<file path="config.mk">
export PLATFORM = sky130hd
export DESIGN_NAME = smi_cfg
export DESIGN_NICKNAME = d
export VERILOG_FILES = /design/src/sv/smi_pkg.sv /design/src/sv/smi_cfg.sv
export SDC_FILE = /design/constraint.sdc
export NUM_CORES = 1
export LEC_CHECK = 0
export BUFFER_PORTS_ARGS = -buffer_cell sky130_fd_sc_hd__buf_2
export CORE_ASPECT_RATIO = 2
export CORE_MARGIN = 8
export CORE_UTILIZATION = 40
export CTS_CLUSTER_SIZE = 28
export DETAILED_ROUTE_END_ITERATION = 10
export PLACE_DENSITY_LB_ADDON = 0.05
export SKIP_LAST_GASP = 1
export SYNTH_ARGS = -nofsm -noshare
export SYNTH_HDL_FRONTEND = slang
export SYNTH_SLANG_ARGS = --single-unit
export TNS_END_PERCENT = 100
</file>
<file path="constraint.sdc">
create_clock -name clk_i -period 1.5 [get_ports clk_i]
set_clock_uncertainty 0.05 [all_clocks]
set_input_delay 0.3 -clock clk_i [delete_from_list [all_inputs] [get_ports clk_i]]
set_output_delay 0.3 -clock clk_i [all_outputs]
set_load 0.02 [all_outputs]
</file>
<file path="src/sv/smi_pkg.sv">
// Shared types, constants and fixed-point helpers for the stochastic momentum index.
// No dependencies; the configuration, window, divider, fraction and top files import this package.
`timescale 1ns / 1ps

package smi_pkg;

  localparam int MaxWindow = 64;
  localparam int WinAw     = $clog2(MaxWindow);
  localparam int PriceBits = 32;
  localparam int FracBits  = 24;
  localparam int AccBits   = 56;
  localparam int SumBits   = 64;
  localparam int OutBits   = 24;
  localparam int PaddrW    = 5;
  localparam int NumOps    = 5;
  localparam int Q16Limit  = 6553600;

  typedef logic signed [AccBits-1:0] acc_t;
  typedef logic signed [SumBits-1:0] sum_t;
  typedef logic signed [OutBits-1:0] q16_t;

  localparam acc_t AccMax = {1'b0, {(AccBits-1){1'b1}}};
  localparam acc_t AccMin = {1'b1, {(AccBits-1){1'b0}}};
  localparam sum_t SumMax = {1'b0, {(SumBits-1){1'b1}}};
  localparam sum_t SumMin = {1'b1, {(SumBits-2){1'b0}}, 1'b1};
  localparam acc_t SmiFull = acc_t'(100) <<< FracBits;

  localparam logic [2:0] RegWinLen = 3'd0;
  localparam logic [2:0] RegSlow   = 3'd1;
  localparam logic [2:0] RegFast   = 3'd2;
  localparam logic [2:0] RegSignal = 3'd3;
  localparam logic [2:0] RegExtra  = 3'd4;

  typedef struct packed {
    logic [6:0] win_len;
    logic [7:0] slow_p;
    logic [7:0] fast_p;
    logic [7:0] sig_p;
    logic [7:0] extra;
  } cfg_t;

  typedef struct packed {
    logic                 store;
    logic                 clear;
    logic [PriceBits-1:0] high;
    logic [PriceBits-1:0] low;
    logic                 scan;
    logic [WinAw:0]       len;
  } win_req_t;

  typedef struct packed {
    logic [WinAw:0]       fill;
    logic                 done;
    logic [PriceBits-1:0] high;
    logic [PriceBits-1:0] low;
  } win_rsp_t;

  function automatic acc_t clamp_acc(input sum_t v);
    acc_t r;
    if (v > sum_t'(AccMax)) begin
      r = AccMax;
    end else if (v < sum_t'(AccMin)) begin
      r = AccMin;
    end else begin
      r = v[AccBits-1:0];
    end
    return r;
  endfunction

  function automatic sum_t sat_add(input sum_t a, input sum_t b);
    logic signed [SumBits:0] s;
    logic signed [SumBits:0] lim;
    sum_t r;
    lim = {1'b0, SumMax};
    s = {a[SumBits-1], a} + {b[SumBits-1], b};
    if (s > lim) begin
      r = SumMax;
    end else if (s < -lim) begin
      r = SumMin;
    end else begin
      r = s[SumBits-1:0];
    end
    return r;
  endfunction

  function automatic q16_t to_q16(input acc_t v);
    logic [AccBits-1:0] m;
    logic [AccBits:0]   q;
    logic [OutBits-1:0] u;
    m = v[AccBits-1] ? AccBits'(-v) : AccBits'(v);
    q = ({1'b0, m} + (AccBits+1)'(1 << (FracBits - 17))) >> (FracBits - 16);
    if (q > (AccBits+1)'(Q16Limit)) begin
      u = OutBits'(Q16Limit);
    end else begin
      u = q[OutBits-1:0];
    end
    return v[AccBits-1] ? q16_t'(-u) : q16_t'(u);
  endfunction

  function automatic logic [7:0] eff_period(input logic [7:0] p);
    return (p == 8'd0) ? 8'd1 : p;
  endfunction

endpackage

</file>
<file path="src/sv/smi_cfg.sv">
// APB configuration registers of the stochastic momentum index.
// Depends on smi_pkg for the register indexes and the settings struct.
`timescale 1ns / 1ps

module smi_cfg (
  input  logic                      clk_i,
  input  logic                      rst_ni,
  input  logic                      psel,
  input  logic                      penable,
  input  logic                      pwrite,
  input  logic [smi_pkg::PaddrW-1:0] paddr,
  input  logic [31:0]               pwdata,
  output logic [31:0]               prdata,
  output logic                      pready,
  output smi_pkg::cfg_t             cfg_o
);
  import smi_pkg::*;

  cfg_t       cfg_q;
  logic [2:0] idx;

  assign idx    = paddr[PaddrW-1:2];
  assign pready = 1'b1;
  assign cfg_o  = cfg_q;

  always_ff @(posedge clk_i or negedge rst_ni) begin
    if (!rst_ni) begin
      cfg_q <= '{win_len: 7'd10, slow_p: 8'd3, fast_p: 8'd3, sig_p: 8'd3, extra: 8'd0};
    end else if (psel && penable && pwrite) begin
      unique case (idx)
        RegWinLen: cfg_q.win_len <= pwdata[6:0];
        RegSlow:   cfg_q.slow_p  <= pwdata[7:0];
        RegFast:   cfg_q.fast_p  <= pwdata[7:0];
        RegSignal: cfg_q.sig_p   <= pwdata[7:0];
        RegExtra:  cfg_q.extra   <= pwdata[7:0];
        default: ;
      endcase
    end
  end

  always_comb begin
    unique case (idx)
      RegWinLen: prdata = {25'd0, cfg_q.win_len};
      RegSlow:   prdata = {24'd0, cfg_q.slow_p};
      RegFast:   prdata = {24'd0, cfg_q.fast_p};
      RegSignal: prdata = {24'd0, cfg_q.sig_p};
      RegExtra:  prdata = {24'd0, cfg_q.extra};
      default:   prdata = 32'd0;
    endcase
  end

endmodule

</file>
* After elaboration in Yosys (flattened, before gate mapping)
Cells that the tools add are included.
** Operators by class
- Reductions and logical operators :: 8
- Equality and inequality tests :: 4
- Muxes and demuxes :: 1
** Operators by type and width (number)
- $pmux 8 s5 :: 1
- $reduce_and 2->1 :: 5
- $eq 3x2->1 const B :: 2
- $eq 3x1->1 const B :: 1
- $eq 3x3->1 const B :: 1
- $logic_not 3->1 :: 1
- $logic_and 1x1->1 :: 2
** Storage, ports and cells
- Logic and storage cells :: 18
- Input bits :: 42
- Bits in registers :: 39
- Output and inout bits :: 72

* Logic depth before layout (Yosys ltp)
- Depth after elaboration :: 3
- Mapped depth :: 5

* Worst setup path before layout
Ideal clock, no wire load.
- Kind :: input port to output port
- From :: input paddr[2] in the netlist's numbering
- To :: output prdata[2]
- Stages on the path :: 5
- Path slack :: -0.187 ns
- Arrival :: 1.337 ns
- Path through :: buf_2 -> nor2b_1 -> clkbuf_1 -> a22oi_1 -> o22ai_1
** Between the ends
- Word-level cells in the longest chain between the ends :: 2
** Ends and longest elaborated chain
- start: declaration :: line smi_cfg.sv:11 : input logic [smi_pkg::PaddrW-1:0] paddr,
- $eq 3x3->1 (tied with other cells) :: line smi_cfg.sv:42 : unique case (idx)
- $pmux 8 s5 * :: line smi_cfg.sv:42
- end: declaration :: line smi_cfg.sv:13 : output logic [31:0] prdata,
Every way passes the cells marked *; elsewhere a longest branch is shown, timed or not.

* Worst setup path after layout
- From :: register cfg_q, in the netlist cfg_o[20]
- To :: output prdata[4]
** Between the ends
- Word-level cells in the longest chain between the ends :: 1
** Ends and longest elaborated chain
- start: declaration :: line smi_cfg.sv:19 : cfg_t cfg_q;
- start signal: assignment :: line smi_cfg.sv:28 : cfg_q <= '{win_len: 7'd10, slow_p: 8'd3, fast_p: 8'd3, sig_p: 8'd3, extra: 8'd0};
- $pmux 8 s5 :: line smi_cfg.sv:42
No other way between the ends.

==> run metrics <==
failing checks negative setup slack; cts bufs inserted 5; unrepaired setup endpoints after global routing true; WS Path Type flip-flop to output port; DIE AREA between 8000 and 9000 µm²; I/O pins 114; critical path endpoint category output port; RD Place Congestion roughly 0.74; number of synthesized flops with an enable pin 0; Reg clk slew, reported paths around 0.080 ns; dpl cells 302; DR DRC count 0; Initial DRC Count between 40 and 50; GR Util All Layers roughly 16%; Rows 37; final WL between 6 and 7 mm; startpoint types flip-flop; synthesis warning total 0; ys flop type dfrtp_1; WL per Instance approximately 19 µm; DRT Pass-1 Iters 4; final setup TNS -1.163 ns; largest net degree at the start of global routing 40; crit path DAT approximately 1.4 ns; flops & latches, synth 39; Worst path slowest cell dfrtp_1; MaxCap Viol Count 0; crit share post-route 114.3%; P&R area growth vs syn 46.92%; sequential area share after synthesis a little under half; Die Height roughly 120 µm; initial antenna violation count 0; nets approximately 310; fmax around 600 MHz; leakage power about 0.0016 µW; HPWL after detailed placement around 4.5 mm; Post-Synthesis Cells about 160; CTS tree yes; vias per cell slightly below 5; Netlist cell types 25; Die Wd between 60 and 70 µm; post-synth top area cell dfrtp_1; clock sink count 39; ant diodes 0; CP cell instances mux2_4, a21oi_4, o22ai_2, buf_6; CP required 1.15 ns; I/O Buffers slightly above 60; initial core utilization between 40% and 50%; maximum VDD drop slightly below 0.0009 V; Clock Latency Late Sink a little under 0.3 ns; core area 5139 µm²; Final Hold Vio Count 0; fraction of layout instances using a drive strength above 1 74.54%; clk root buf clkbuf_8; power density over the cells around 1200 nW/µm²; Synth top area share approximately 37%; htree depth 2; Area contributors post-synth dfrtp_1 (37%), mux2_2 (20%), dfstp_2 (10%); # setup viols final 8; Mapped Area approximately 2100 µm²; status finished, violations left; via count roughly 1600; critical-path maximum fanout 2; vias in the first global route between 1500 and 2000; most frequent cells in the layout buf_2 (53), buf_4 (40), mux2_2 (35); Max Slew Vio Count 0; first-pass GRT wire length a little under 10 mm; HP Class input port to flip-flop; global route overflow 0; Antenna Nets Post-Route 0; max FFs per register 39; Crit path largest cell delay approximately 0.40 ns; Layout Cells excl Fill approximately 330; CTS max path bufs 2; Async S/R FF share, synth 100.0%; Final WS setup -0.2152 ns; commonest non-fill, non-tap cell in the layout buf_2; Avg Inst Size Synth 12.96 µm²; min Tclk post-route approximately 1.7 ns
-- synthesized netlist by cell type, drive strengths merged, types with 2 or more instances --
cell     n
mux2    45
dfrtp   31
buf     30
nor3b    9
dfstp    8
a22oi    7
o22ai    7
a21oi    6
clkbuf   4
mux2i    3
conb     2
nor2     2
nor2b    2
-- cell families after synthesis --
logic type	synth area share, %
buf+inv	11.49
flops	46.68
other cells	0.3556
compound gates	6.813
mux	26.66
simple gates	7.997
-- final cells by class --
cell class	count	area [µm²]
clock inverter	1	5.005
tap	58	72.57
multi-input combinational	113	1131
timing repair buffer	111	822.0
sequential	39	985.9
clock buffer	7	86.33
fill	436	2036
-- layer usage --
| metal | routed length [µm] | vias up | global-route usage [%] |
|---|---|---|---|
| met1 | 2229 | 802 | 16.17 |
| met3 | 396 | 6 | 4.257 |
| met5 | 0 | - | 0 |
| met2 | 3608 | 51 | 29.86 |
| met4 | 73 | 0 | 5.665 |
| li1 | - | 750 | - |
-- power by group --
part | internal (µW) | switching [µW] | leakage [µW]
logic | 671 | 742 | 0.00104
registers | 1290 | 159 | 0.000480
clock network | 371 | 363 | 0.0000482
-- per-stage QoR --
| stage | utilization [%] | hold WS, ns | total power, µW | cell area [µm²] | setup WS [ns] |
|---|---|---|---|---|---|
| final | 60.38 | 0.2373 | 3595 | 3103 | -0.2152 |
| after global routing | 60.38 | 0.2341 | 3768 | 3103 | -0.2484 |
| after CTS | 59.75 | 0.2366 | 3593 | 3070 | -0.1801 |
| after detailed placement | 51.72 | 0.2366 | 2635 | 2658 | -0.2359 |
| after global placement | 51.72 | 0.2286 | 2603 | 2658 | -0.2194 |
| after floorplan | - | -0.04559 | 2234 | 2251 | -0.006000 |
-- critical path, delay by kind of cell, from the launching register on --
kind                   cells  cell delay [ns]
AOI/OAI and AO/OA          2             0.25
buffers and inverters      1             0.14
muxes                      1             0.29
DFF                        1             0.40
-- final timing paths --
path	start	end	slack, ns	cells after the start
hold reg to reg	cfg_o[36]	cfg_o[36]	0.49	1
max in group asynchronous	rst_ni	cfg_o[9]	0.68	3
hold / removal	pwdata[7]	cfg_o[23]	0.24	2
min in group asynchronous	rst_ni	cfg_o[11]	0.45	3
setup reg to reg	cfg_o[20]	cfg_o[20]	0.43	3
setup / recovery	cfg_o[20]	prdata[4]	-0.22	4
-- timing repair --
action                                 4_1_cts  5_1_grt
setup endpoints to repair                    8        8
pin swaps                                   18        3
cloned                                       1        0
endpoints found under the hold margin       31        0
hold buffers                                 1        0
buffers inserted                            16        2
resized for setup                           45        3
Power figures use the tool's default switching activity.
