`src/sv/smi_pkg.sv`:
```
// Shared types, constants and fixed-point helpers for the stochastic momentum index.
// No dependencies; the configuration, window, divider, fraction and top files import this package.
`timescale 1ns / 1ps

package smi_pkg;

  localparam int MaxWindow = 64;
  localparam int WinAw     = $clog2(MaxWindow);
  localparam int PriceBits = 32;
  localparam int FracBits  = 24;
  localparam int AccBits   = 56;
  localparam int SumBits   = 64;
  localparam int OutBits   = 24;
  localparam int PaddrW    = 5;
  localparam int NumOps    = 5;
  localparam int Q16Limit  = 6553600;

  typedef logic signed [AccBits-1:0] acc_t;
  typedef logic signed [SumBits-1:0] sum_t;
  typedef logic signed [OutBits-1:0] q16_t;

  localparam acc_t AccMax = {1'b0, {(AccBits-1){1'b1}}};
  localparam acc_t AccMin = {1'b1, {(AccBits-1){1'b0}}};
  localparam sum_t SumMax = {1'b0, {(SumBits-1){1'b1}}};
  localparam sum_t SumMin = {1'b1, {(SumBits-2){1'b0}}, 1'b1};
  localparam acc_t SmiFull = acc_t'(100) <<< FracBits;

  localparam logic [2:0] RegWinLen = 3'd0;
  localparam logic [2:0] RegSlow   = 3'd1;
  localparam logic [2:0] RegFast   = 3'd2;
  localparam logic [2:0] RegSignal = 3'd3;
  localparam logic [2:0] RegExtra  = 3'd4;

  typedef struct packed {
    logic [6:0] win_len;
    logic [7:0] slow_p;
    logic [7:0] fast_p;
    logic [7:0] sig_p;
    logic [7:0] extra;
  } cfg_t;

  typedef struct packed {
    logic                 store;
    logic                 clear;
    logic [PriceBits-1:0] high;
    logic [PriceBits-1:0] low;
    logic                 scan;
    logic [WinAw:0]       len;
  } win_req_t;

  typedef struct packed {
    logic [WinAw:0]       fill;
    logic                 done;
    logic [PriceBits-1:0] high;
    logic [PriceBits-1:0] low;
  } win_rsp_t;

  function automatic acc_t clamp_acc(input sum_t v);
    acc_t r;
    if (v > sum_t'(AccMax)) begin
      r = AccMax;
    end else if (v < sum_t'(AccMin)) begin
      r = AccMin;
    end else begin
      r = v[AccBits-1:0];
    end
    return r;
  endfunction

  function automatic sum_t sat_add(input sum_t a, input sum_t b);
    logic signed [SumBits:0] s;
    logic signed [SumBits:0] lim;
    sum_t r;
    lim = {1'b0, SumMax};
    s = {a[SumBits-1], a} + {b[SumBits-1], b};
    if (s > lim) begin
      r = SumMax;
    end else if (s < -lim) begin
      r = SumMin;
    end else begin
      r = s[SumBits-1:0];
    end
    return r;
  endfunction

  function automatic q16_t to_q16(input acc_t v);
    logic [AccBits-1:0] m;
    logic [AccBits:0]   q;
    logic [OutBits-1:0] u;
    m = v[AccBits-1] ? AccBits'(-v) : AccBits'(v);
    q = ({1'b0, m} + (AccBits+1)'(1 << (FracBits - 17))) >> (FracBits - 16);
    if (q > (AccBits+1)'(Q16Limit)) begin
      u = OutBits'(Q16Limit);
    end else begin
      u = q[OutBits-1:0];
    end
    return v[AccBits-1] ? q16_t'(-u) : q16_t'(u);
  endfunction

  function automatic logic [7:0] eff_period(input logic [7:0] p);
    return (p == 8'd0) ? 8'd1 : p;
  endfunction

endpackage

```
`src/sv/smi_div.sv`:
```
// Iterative rounding divider: signed 64-bit dividend over a small period, four bits a cycle.
// Depends on smi_pkg for the wide sum type.
`timescale 1ns / 1ps

module smi_div (
  input  logic          clk_i,
  input  logic          rst_ni,
  input  logic          start_i,
  input  smi_pkg::sum_t num_i,
  input  logic [8:0]    den_i,
  output logic          done_o,
  output smi_pkg::sum_t quo_o
);
  import smi_pkg::*;

  localparam int Radix = 4;
  localparam int Steps = SumBits / Radix;

  logic [SumBits-1:0]           dvd_q, quo_q, dvd_n, quo_n, mag;
  logic [8:0]                   rem_q, den_q, rem_n;
  logic [$clog2(Steps)-1:0]     cnt_q;
  logic                         busy_q, neg_q, done_q;

  assign mag = num_i[SumBits-1] ? SumBits'(-num_i) : SumBits'(num_i);

  always_comb begin
    logic [9:0] t;
    rem_n = rem_q;
    dvd_n = dvd_q;
    quo_n = quo_q;
    for (int i = 0; i < Radix; i++) begin
      t     = {rem_n, dvd_n[SumBits-1]};
      dvd_n = dvd_n << 1;
      if (t >= {1'b0, den_q}) begin
        rem_n = 9'(t - {1'b0, den_q});
        quo_n = {quo_n[SumBits-2:0], 1'b1};
      end else begin
        rem_n = t[8:0];
        quo_n = {quo_n[SumBits-2:0], 1'b0};
      end
    end
  end

  always_ff @(posedge clk_i or negedge rst_ni) begin
    if (!rst_ni) begin
      busy_q <= 1'b0;
      done_q <= 1'b0;
      cnt_q  <= '0;
    end else begin
      done_q <= 1'b0;
      if (start_i) begin
        busy_q <= 1'b1;
        cnt_q  <= '0;
      end else if (busy_q) begin
        cnt_q <= cnt_q + 1'b1;
        if (cnt_q == ($clog2(Steps))'(Steps - 1)) begin
          busy_q <= 1'b0;
          done_q <= 1'b1;
        end
      end
    end
  end

  always_ff @(posedge clk_i) begin
    if (start_i) begin
      dvd_q <= mag + SumBits'(den_i >> 1);
      den_q <= den_i;
      neg_q <= num_i[SumBits-1];
      rem_q <= '0;
      quo_q <= '0;
    end else if (busy_q) begin
      dvd_q <= dvd_n;
      rem_q <= rem_n;
      quo_q <= quo_n;
    end
  end

  assign done_o = done_q;
  assign quo_o  = neg_q ? sum_t'(-quo_q) : sum_t'(quo_q);

endmodule

```
`config.mk`:
```
export PLATFORM = sky130hd
export DESIGN_NAME = smi_div
export DESIGN_NICKNAME = d
export VERILOG_FILES = /design/src/sv/smi_pkg.sv /design/src/sv/smi_div.sv
export SDC_FILE = /design/constraint.sdc
export NUM_CORES = 1
export LEC_CHECK = 0
export BUFFER_PORTS_ARGS = -buffer_cell sky130_fd_sc_hd__buf_4
export CAP_MARGIN = 15
export CORE_MARGIN = 1
export CORE_UTILIZATION = 55
export DETAILED_ROUTE_END_ITERATION = 8
export PLACE_DENSITY_LB_ADDON = 0.3
export SYNTH_ARGS = -nofsm -noshare
export SYNTH_HDL_FRONTEND = slang
export SYNTH_SLANG_ARGS = --single-unit
```
`constraint.sdc`:
```
create_clock -name clk_i -period 17.21 [get_ports clk_i]
set_input_delay 2.5815 -clock clk_i [delete_from_list [all_inputs] [get_ports clk_i]]
set_output_delay 2.5815 -clock clk_i [all_outputs]
set_load 0.01 [all_outputs]
```
### Word-level counts from Yosys, hierarchy flattened

Index checks and enable logic that the tools add are counted.

| word-level totals | value |
|---|---|
| register bits after elaboration | 153 |
| output and inout port bits | 65 |
| input bits | 76 |

| operators by class | value |
|---|---|
| equality and inequality tests | 1 |
| mux-type cells | 20 |
| magnitude comparators | 4 |
| add/sub/neg operators | 8 |
| reduce and logical (&&, ||, !) cells | 1 |

Operator list:

| kind | number |
|---|---|
| 64-bit two-way mux | 4 |
| 64-bit negator | 2 |
| 64-bit by 8-bit adder with 64-bit output | 1 |
| 10-bit by 9-bit greater-or-equal comparator with 1-bit output | 4 |
| 9-bit two-way mux | 4 |
| 9-bit subtractor | 4 |
| 1-bit two-way mux | 10 |
| 4-bit two-way mux | 2 |
| 4-bit by 1-bit adder with 4-bit output (second input constant) | 1 |
| 4-bit == test (second input constant) | 1 |
| 2-bit nonzero test | 1 |

### Longest topological paths before layout

| logic depth | value |
|---|---|
| word-level depth | 8 |
| gate-level depth with buffers | 40 |
| gate-level depth less buffers | 36 |

### Worst setup path after synthesis

Ideal clock, no wire load.

| timing path | value |
|---|---|
| path kind | register -> register |
| start | register den_q[1] |
| end | register rem_q[4] |
| path slack | 8.996 ns |
| buffers on the path | 4 |
| data required time | 17.095 ns |
| cell stages (with the launch flop) | 37 |
| period minus slack after synthesis | 8.214 ns |
| library setup time | 0.115 ns |
| arrival | 8.099 ns |
| cells stage by stage | edfxtp_1 inv_1 fa_1 a211oi_1 o21bai_1 a31oi_1 nor3_1 a21oi_1 inv_1 ha_1 a21oi_1 o21ai_0 o21ai_0 o211a_1 clkbuf_1 clkbuf_1 mux2i_1 ha_1 nor2b_1 o21ai_0 a21o_1 a31oi_1 a311oi_1 mux2_2 clkbuf_1 mux2i_1 fa_1 a21o_1 a21oi_1 o21ai_0 nand2_1 a21o_1 o2111a_1 mux2i_1 clkbuf_1 nor3_1 a2111oi_0 |

| on the way | value |
|---|---|
| word-level cells in the longest chain between the ends | 8 |
| elaborated cells on any way between the ends | 12 |

RTL lines:

| what | RTL line | RTL |
|---|---|---|
| start: declaration | smi_div.sv:20 | `logic [8:0] rem_q, den_q, rem_n;` |
| start signal: assignment | smi_div.sv:67 | `den_q <= den_i;` |
| 9-bit subtractor or 10-bit by 9-bit greater-or-equal comparator with 1-bit output (tied branches) | smi_div.sv:35, smi_div.sv:34 |  |
| 9-bit two-way mux | smi_div.sv:34 | `if (t >= {1'b0, den_q}) begin` |
| 9-bit subtractor or 10-bit by 9-bit greater-or-equal comparator with 1-bit output (tied branches) | smi_div.sv:35, smi_div.sv:34 |  |
| 9-bit two-way mux | smi_div.sv:34 |  |
| 9-bit subtractor or 10-bit by 9-bit greater-or-equal comparator with 1-bit output (tied branches) | smi_div.sv:35, smi_div.sv:34 |  |
| 9-bit two-way mux | smi_div.sv:34 |  |
| 9-bit subtractor or 10-bit by 9-bit greater-or-equal comparator with 1-bit output (tied branches) | smi_div.sv:35, smi_div.sv:34 |  |
| 9-bit two-way mux (*) | smi_div.sv:34 |  |
| end signal: assignment | smi_div.sv:73 | `rem_q <= rem_n;` |
| end: declaration | smi_div.sv:20 |  |

Mark *: on every way between the ends. The rest lies on a longest branch, timed or not.
A chain may end at the register's enable or synchronous reset.

### Final worst setup path

| timing path | value |
|---|---|
| start | register den_q[0] |
| end | register rem_q[7] |

The elaborated chain is that of the path after synthesis.

==> run metrics <==
outcome complete, no violations; Startpoint Class flip-flop; NetSw 1390 uW; vias 11860; TritonRoute pass-1 iters 5; Syn Inst Count approximately 1500; H-tree depth 4; worst slew pin tran between 1 and 1.5 ns; worst skew pair latency approximately 0.43 ns; Ant. Diodes 0; met2 Usage GRT 0.470; final core occ 0.645; CTS resizes 0; Hold Fails Final Rpt 0; # nets final 1698; largest fanout on the critical path 18; total CTS buffers 17; post-route ant nets 0; layout cells sized above 1 0.162; Slew headroom 0.273; Hold WS approximately 0.53 ns; Crit Path Class reg -> reg; crit-path leading delay family compound AO/OA/AOI/OAI gates; total core area 22800 sq um; Distinct cells, synth 91; Die Area around 24000 sq um; most frequent CP cell o21ai_0; number of max-cap violations 0; Clock power frac 0.133; Fmax 108 MHz; Leak 0.00605 uW; unrepaired setup endpoints after global routing false; worst path required time roughly 18 ns; Max Slew Vio Count 0; depth of the worst register-to-register path 34; final setup skew about 0.011 ns; crit path from den_q[0]; CTS tree built; R2R Path End rem_q[7]; worst path arrival time around 9.5 ns; Hold Buf Count CTS 0; CP max-delay cell a311oi_1; CTS Buffer Depth 2; Crit path depth 34; FFs w/ async S/R, synth 0.0392; vias in the first global route between 10000 and 15000; I/O pin count 141; Worst Setup EP rem_q[7]; M3 GR Usage 0.0482; DRC 0; reg-to-reg critical path startpoint den_q[0]; Comb pwr share 0.706; Tmin final between 9 and 10 ns; DRT iter0 DRCs 1036; clk sinks ~150; per-cell routed wire length roughly 18 um; Yosys warning count 0; Hold Crit Class reg -> reg; placed insts around 1900; Critical Path Max Stage Delay 0.63 ns; gr busiest metal met2; initial antenna violation count 0; Sequential Power Share 0.161; die height ~160 um; Rows 55; syn avg cell area a little under 9 sq um; ys flop type edfxtp_1; Clock Tree Root clkbuf_16; Setup Viol. Count Final 0; number of flops mapped to enable cells by yosys 74; die width about 160 um; total negative slack 0 ns; clk slew on worst S/H paths 0.07 ns; CP Buf/Inv Count 3; DPL Wire Length about 25 mm; register area share after synthesis 0.297; port buffer count 140; Routed WL approximately 34 mm; #FFs+latches synth between 150 and 200; internal power roughly 1600 uW; filler cell count about 1900; total global-route track usage 0.281; reg-to-reg slack, setup 7.98 ns; grt met1 use 0.365; Sw Ratio 0.468; Synth Cell Area between 10000 and 15000 sq um; setup repair bufs after CTS 0; vias per cell ~6.3; area grow syn2layout 14.0%; Final GP Congestion 0.984; fin crit share 0.536; syn nets around 1600; Power per Cell Area 203 nW/um^2; Total Power 2980 uW; global-route wire length before repair 54.7 mm; Initial Utilization 0.566; fin cells 1896; Peak supply drop 0.249 mV; largest net degree at the start of global routing 106; total gr overflow 0; Worst Setup End Kind flip-flop
[logic make-up after synthesis]
group	after synthesis	synth area share
adder cells (fa/ha/maj)	52	0.0534
buffers and inverters	131	0.0412
AND/OR/NAND/NOR	541	0.221
AO/OA/AOI/OAI	320	0.180
flip-flops	153	0.297
multiplexers	102	0.0825
XOR/XNOR	183	0.124
[routing by layer]
layer  vias to the layer above  wire, um
met5                         -         0
met4                         0       856
met3                        74      1990
met2                       430     16100
met1                      5636     14800
li1                       5720         -
[registers in the layout (all words and copies together) (netlist names)]
signal	cells
rem_q	9
quo_q	64
busy_q	1
neg_q	1
den_q	9
cnt_q	4
done_o	1
dvd_q	64
[worst reg2reg max path, delay by kind of cell, from the launching register on]
kind,cells,cell delay [ns]
simple gates,4,0.43
compound gates,18,4.90
flops,1,0.43
mux,4,1.38
fa+ha+maj,5,1.55
buf+inv,3,0.41
[stage by stage]
step,area (sq um),worst slack [ns]
after floorplan,12900,9.00
after global placement,14100,8.28
after detailed placement,14100,7.86
after CTS,14700,7.80
after global routing,14700,7.21
final,14700,7.98
[power groups by stage]
stage	clock network [uW]	logic, uW	registers, uW
global placement	0	1980	486
finish	395	2100	479
detailed placement	0	2010	485
floorplan	0	1560	472
CTS	401	2030	479
global route	416	2300	485
[synthesized netlist by cell type, drive strengths merged, types with 16 or more instances]
cell | n | area (sq um)
nor2 | 147 | 552
xnor2 | 126 | 1100
nand2 | 112 | 420
o21ai | 81 | 405
edfxtp | 74 | 2220
dfxtp | 73 | 1460
mux2i | 68 | 681
clkbuf | 63 | 238
xor2 | 57 | 499
inv | 50 | 188
ha | 47 | 588
nor3 | 43 | 230
nand3 | 38 | 190
or3 | 36 | 230
or4 | 35 | 270
mux2 | 34 | 383
o41ai | 34 | 305
o31ai | 31 | 246
a21oi | 25 | 125
a21o | 20 | 150
nor4 | 19 | 146
buf | 17 | 101
nand4 | 17 | 128
nand2b | 16 | 100
o211ai | 16 | 120
[final cells by class]
class / instances / area [sq um] / share of cell area
multi-input cells: 1198 / 8520 / 0.580
flip-flops and latches: 153 / 3840 / 0.261
inverters: 51 / 191 / 0.0130
clock inverters: 14 / 174 / 0.0118
clock buffers: 18 / 450 / 0.0307
repair buffers: 149 / 1120 / 0.0762
well taps: 313 / 392 / 0.0267
[cell usage in the layout (no fill, tap or decap), types with 9 or more instances in the layout]
master,synthesis,routed
a21o_1,20,20
inv_1,50,49
nor4_1,16,16
a21oi_1,25,25
mux2i_1,68,68
nor2b_1,12,12
nand2_1,112,112
a211oi_1,9,9
mux2_2,34,34
ha_1,47,47
o41ai_1,33,33
nor3_1,40,40
nand3_1,38,38
o21ai_0,81,81
or4_1,33,33
nand4_1,15,15
buf_4,1,149
nand2b_1,16,16
xor2_1,57,57
o31ai_1,30,30
or3_1,35,35
or2_2,12,12
and3_1,10,10
xnor2_1,126,126
dfxtp_1,73,73
o211ai_1,16,16
and2_1,10,10
clkbuf_16,0,18
nor2_1,147,147
edfxtp_1,74,74
[worst min-delay path by stage]
stage                     startpoint   endpoint  slack [ns]  cells after the start
after CTS                  quo_q[63]  quo_q[63]        0.53                      2
final                      quo_q[63]  quo_q[63]        0.53                      2
after detailed placement   dvd_q[60]   rem_q[0]        0.51                      1
after global placement     quo_q[63]  quo_q[63]        0.51                      2
after global routing        rem_q[7]   rem_q[7]        0.55                      2
after floorplan             rem_q[5]   rem_q[5]        0.47                      2
(Power assumes the default switching activity.)
